==> config.mk <==
export PLATFORM = sky130hd
export DESIGN_NAME = woh_ctrl
export DESIGN_NICKNAME = d
export VERILOG_FILES = /design/src/design/woh_pkg.sv /design/src/design/woh_ctrl.sv
export SDC_FILE = /design/constraint.sdc
export NUM_CORES = 1
export LEC_CHECK = 0
export ABC_AREA = 0
export BUFFER_PORTS_ARGS = -buffer_cell sky130_fd_sc_hd__buf_2
export CAP_MARGIN = 20
export CORE_AREA = 2 2 39 41
export DETAILED_ROUTE_END_ITERATION = 8
export DIE_AREA = 0 0 41 43
export PLACE_DENSITY = 0.37
export SLEW_MARGIN = 20
export SYNTH_ARGS = -nofsm -noshare
export SYNTH_HDL_FRONTEND = slang
export SYNTH_SLANG_ARGS = --single-unit
==> constraint.sdc <==
create_clock -name clk_i -period 3.1 [get_ports clk_i]
set_input_delay 0.31 -clock clk_i [delete_from_list [all_inputs] [get_ports clk_i]]
set_output_delay 0.31 -clock clk_i [all_outputs]
set_load 0.02 [all_outputs]
==> src/design/woh_pkg.sv <==
// Package for the windowed ordinal histogram: payload structs, item kinds,
// configuration register indexes and controller/datapath command structs.
// No dependencies.
`timescale 1ns / 1ps
`default_nettype none

package woh_pkg;

  // Item kinds carried in the request.
  typedef enum logic [1:0] {
    KIND_COUNT = 2'd0,
    KIND_READ  = 2'd1,
    KIND_CLEAR = 2'd2
  } kind_e;

  // Configuration register indexes.
  localparam logic CFG_RANGE_START = 1'b0;
  localparam logic CFG_RANGE_END   = 1'b1;

  // Field widths.
  localparam int unsigned KIND_W   = 2;
  localparam int unsigned ORD_W    = 31;
  localparam int unsigned SEL_W    = 12;
  localparam int unsigned OCOUNT_W = 32;
  localparam int unsigned START_W  = 32;
  localparam int unsigned END_W    = 31;

  // Input request.
  typedef struct packed {
    logic [KIND_W-1:0] kind;
    logic [ORD_W-1:0]  term_ordinal;
    logic [SEL_W-1:0]  bin_select;
  } in_req_t;

  // Output response.
  typedef struct packed {
    logic [SEL_W-1:0]    bin_number;
    logic [OCOUNT_W-1:0] bin_count;
  } out_rsp_t;

  // Commands from the controller to the datapath.
  typedef struct packed {
    logic load_item;   // capture the accepted request
    logic clear_step;  // zero one entry of the post-reset clearing pass
    logic access;      // compute the bin address and read the memory
    logic commit;      // write back or load the response register
  } ctrl_cmd_t;

  // Status from the datapath to the controller.
  typedef struct packed {
    logic              clear_last;   // clearing pass is at its final entry
    logic [KIND_W-1:0] kind;         // kind of the request in flight
    logic              out_blocked;  // response register full and not taken
  } ctrl_sts_t;

endpackage

`default_nettype wire

==> src/design/woh_ctrl.sv <==
// Controller for the windowed ordinal histogram: clearing pass after reset,
// then one request at a time through access and update steps.
// Depends on woh_pkg.
`timescale 1ns / 1ps
`default_nettype none

module woh_ctrl (
  input  wire logic               clk_i,
  input  wire logic               rst_ni,
  input  wire logic               in_valid_i,
  output logic                    in_ready_o,
  input  wire woh_pkg::ctrl_sts_t sts_i,
  output woh_pkg::ctrl_cmd_t      cmd_o
);

  typedef enum logic [3:0] {
    ST_CLEAR  = 4'b0001,
    ST_IDLE   = 4'b0010,
    ST_ACCESS = 4'b0100,
    ST_UPDATE = 4'b1000
  } state_e;

  state_e state_q, state_d;
  logic   read_stall;

  // A read cannot finish while the response register still holds an untaken response.
  assign read_stall = (sts_i.kind == woh_pkg::KIND_READ) && sts_i.out_blocked;

  // Next state and commands.
  always_comb begin
    state_d    = state_q;
    cmd_o      = '0;
    in_ready_o = 1'b0;
    unique case (state_q)
      ST_CLEAR: begin
        cmd_o.clear_step = 1'b1;
        if (sts_i.clear_last) begin
          state_d = ST_IDLE;
        end
      end
      ST_IDLE: begin
        in_ready_o = 1'b1;
        if (in_valid_i) begin
          cmd_o.load_item = 1'b1;
          state_d         = ST_ACCESS;
        end
      end
      ST_ACCESS: begin
        cmd_o.access = 1'b1;
        state_d      = ST_UPDATE;
      end
      ST_UPDATE: begin
        if (!read_stall) begin
          cmd_o.commit = 1'b1;
          state_d      = ST_IDLE;
        end
      end
      default: begin
        state_d = ST_CLEAR;
      end
    endcase
  end

  // State register.
  always_ff @(posedge clk_i or negedge rst_ni) begin
    if (!rst_ni) begin
      state_q <= ST_CLEAR;
    end else begin
      state_q <= state_d;
    end
  end

endmodule

`default_nettype wire

# --- Word level (Yosys, flattened, before mapping) ---
# Index checks and enable logic that the tools add are counted.
word_totals:
  reg_bits: 4
  latchBits: 0
  mem_bits_rw: 0
  mem_bits_ro: 0
  word_cells: 22
  memories: 0
op_classes:
  add_sub_neg: 0
  multipliers: 0
  div: 0
  order_cmp: 0
  n_eq_ne: 8
  shifts: 0
  muxes: 11
  n_bitwise: 0
  n_reduce_logical: 2
op_table:
  columns: ["operator", "n"]
  rows:
  - ["4-bit one-hot mux with 4 select lines", 1]
  - ["4-bit 2-to-1 mux", 3]
  - ["1-bit 2-to-1 mux", 7]
  - ["2-bit != test (second input constant)", 3]
  - ["4-bit by 1-bit == test with 1-bit output (second input constant)", 1]
  - ["4-bit by 2-bit == test with 1-bit output (second input constant)", 1]
  - ["4-bit by 3-bit == test with 1-bit output (second input constant)", 1]
  - ["4-bit == test (second input constant)", 1]
  - ["3-bit AND reduction", 1]
  - ["2-bit by 1-bit == test with 1-bit output (second input constant)", 1]
  - ["1-bit logical AND", 1]

# --- Depth between registers and ports, before layout ---
depth:
  depth_word: 4
  ltp_mapped: 3
  mapped_depth_nobuf: 3

# --- Worst setup path before layout ---
# OpenSTA, ideal clock, no wires.
synth_path:
  path_kind: "register -> output"
  start: "register state_q[2]"
  end: "output cmd_o[3] in the netlist's numbering"
  arrival_ns: 1.193
  t_required_ns: 2.790
  slack_ns: 1.597
  stages_incl_launch_ff: 3
  path_buffers: 0
  path_cell_list: "dfrtp_1 > nor4b_4 > and2_1"
synth_rtl:
  columns: ["element", "line", "text"]
  rows:
  - ["start, declared", "woh_ctrl.sv:23", "state_e state_q, state_d;"]
  - ["start signal, assigned", "woh_ctrl.sv:69", "state_q <= state_d;"]
  - ["end, declared", "woh_ctrl.sv:13", "output woh_pkg::ctrl_cmd_t cmd_o"]

==> results.sh <==
export IMPL_hold_viol=0
export IMPL_ios=12
export IMPL_chipHeight_um=43
export IMPL_cts_reportedPaths_clkPinSlew_ps=30
export IMPL_grt_use_total_pct=7.85
export IMPL_startpoint_type="flop"
export IMPL_antenna_found_initial=0
export IMPL_min_path_type="in2reg"
export IMPL_avgSynthCellArea_um2=11.3
export IMPL_numCtsBuffers=3
export IMPL_drcViolationCount=0
export IMPL_initial_core_util_pct=17.9
export IMPL_finalWirelength_um=502
export IMPL_final_setup_viol_count=0
export IMPL_drtIter0Drc=1
export IMPL_drv_slew=0
export IMPL_critPathMaxStageDelay_ps=450
export IMPL_ctsLongestPathBuffers=2
export IMPL_synth_seq_area_share_pct=40.9
export IMPL_grt_overflow_total=0
export IMPL_fin_ws_ps=1450
export IMPL_wl_per_cell_um=9.30
export IMPL_portBuffers=11
export IMPL_grt_pass1_vias=222
export IMPL_synth_fp_nets=29
export IMPL_relSlewSlack_pct=79.5
export IMPL_insertion_delay_ps=230
export IMPL_critPathMaxFanout=7
export IMPL_nets=46
export IMPL_place_ws_ps=1700
export IMPL_status="complete, no violations"
export IMPL_fin_crit_ps=1650
export IMPL_regMostFlops="state_q"
export IMPL_core_area_um2=1380
export IMPL_fin_cells=54
export IMPL_crit_type="reg2out"
export IMPL_grt_start_max_net_pins=8
export IMPL_die_area_um2=1760
export IMPL_clock_sinks=4
export IMPL_rows=14
export IMPL_ant_nets=0
export IMPL_syn2layout_area_growth_pct=44.9
export IMPL_netlist_area_um2=248
export IMPL_synth_top_area_share_pct=30.3
export IMPL_synth_seq_cells=4
export IMPL_cts_tree="done"
export IMPL_htreeDepth=1
export IMPL_dr_pass1_iters=2
export IMPL_synth_cell_types=17
export IMPL_dp_cells=49
export IMPL_fillers=167
export IMPL_yosysWarnings=0
export IMPL_viasPerCell=3.98
export IMPL_power_w=0.000267
export IMPL_syn_inst=22
export IMPL_synth_area_leaders="dfrtp_1 30%, nor4b_2 12%, dfstp_2 11%, nor4b_4 9.6%, nand3b_1 6.1%"
export IMPL_powerDensity_nw_per_um2=744
export IMPL_drv_cap=0
export IMPL_timing_fmax_mhz=607
export IMPL_crit_path_cell_trace="nor4b_4, and2_1, buf_2"
export IMPL_largest_register_ffs=4
export IMPL_clockRootBuffer="clkbuf_4"
export IMPL_endpoint_kind="primary output"
export IMPL_leakage_nw=0.174
export IMPL_synth_most_common_cell="dfrtp_1"
export IMPL_synth_top_area_cell="dfrtp_1"
export IMPL_final_setup_tns_ps=0
export IMPL_synthArstFlopShare_pct=100
export IMPL_cp_slowest_cell="dfrtp_1"
export IMPL_synth_flop_cell="dfrtp_1"
export IMPL_grt_pass1_wl_um=883
export IMPL_cts_setup_buffers=0
export IMPL_hpwl_um=423
export IMPL_tightest_slew_ps=308
export IMPL_fin_skew_ps=7.52
export IMPL_reg_largest_list="state_q x4"
export IMPL_crit_required_ps=2790
export IMPL_insertedDiodeCount=0
export IMPL_post_route_period_util_pct=53.1
export IMPL_place_gp_congestion=0.677
export IMPL_synth_cells_most_frequent="3 x dfrtp_1, 2 x and2_1, 2 x nand3b_1, 2 x nor4b_2"
export IMPL_die_w_um=41
export IMPL_ir_drop_uv=249
export IMPL_cp_arrival_ps=1340
export IMPL_rsz0062_at_grt="false"
export IMPL_drive_gt1_share_pct=47.4
export IMPL_dr_total_vias=215
export IMPL_synth_edf_count=0
export IMPL_utilization_pct=25.9
## placed cells by master (no fill, tap or decap)
cell and n:
and2_1 2, dfrtp_1 3, o21ai_0 1, dfstp_2 1
o21ai_1 1, clkbuf_1 1, nand2b_1 1, o21a_1 1
inv_1 1, buf_2 11, nor2_1 1, nand3b_1 2
nor4b_4 1, o21bai_1 1, nand4b_1 1, clkbuf_4 3
nand3_1 1, nand2_1 1, dlygate4sd3_1 1, xor2_1 1
nor4b_2 2
## area by class of cell
cell class | count | area [µm²] | area share [%]
Tap cell | 16 | 20.0 | 5.57
Timing Repair Buffer | 12 | 65.1 | 18.1
Clock buffer | 4 | 26.3 | 7.32
Sequential cell | 4 | 101 | 28.2
Inverter | 1 | 3.75 | 1.05
Multi-Input combinational cell | 17 | 143 | 39.7
## where the power goes
group	total, W	internal, W	switching (W)	leakage (nW)
combinational	0.0000985	0.0000507	0.0000478	0.108
sequential	0.0000996	0.0000717	0.0000279	0.0511
clock	0.0000692	0.0000483	0.0000210	0.0150
## worst paths after layout
path	from	end	slack [ps]	depth (start not counted)
max	state_q[2]	cmd_o[3]	1450	3
max reg2reg	state_q[0]	state_q[0]	1970	3
max in group asynchronous	rst_ni	state_q[0]	2480	2
min	in_valid_i	state_q[2]	320	2
min reg2reg	state_q[0]	state_q[0]	590	1
min in group asynchronous	rst_ni	state_q[1]	410	2
## per-layer routing
layer  vias to the layer above  global-route usage, %  wire, µm
li1                        112                      -         -
met1                        99                   8.77       201
met2                         4                   10.3       280
met3                         0                   3.14        20
met4                         0                   8.00         0
met5                         -                      0         0
## logic make-up after synthesis
family / share of synthesized area (%)
AO/OA/AOI/OAI: 10.1
AND/OR/NAND/NOR: 43.9
XOR/XNOR: 3.54
buffers and inverters: 1.51
flip-flops: 40.9
## per-stage QoR
step / hold WS (ps) / instance area [µm²]
6_report: 320 / 359
5_1_grt: 323 / 359
4_1_cts: 317 / 359
3_5_place_dp: 117 / 323
3_3_place_gp: 117 / 323
2_1_floorplan: 14.4 / 248
## worst max-delay path, delay by kind of cell, from the launching register on
family	cells	cell delay, ps
simple gates	2	510
flops	1	450
buf+inv	1	150
## repair_timing
action,CTS,global route
hold endpoints to repair,3,0
gates resized for setup,0,0
hold buffers,1,0
(Power assumes the default switching activity.)
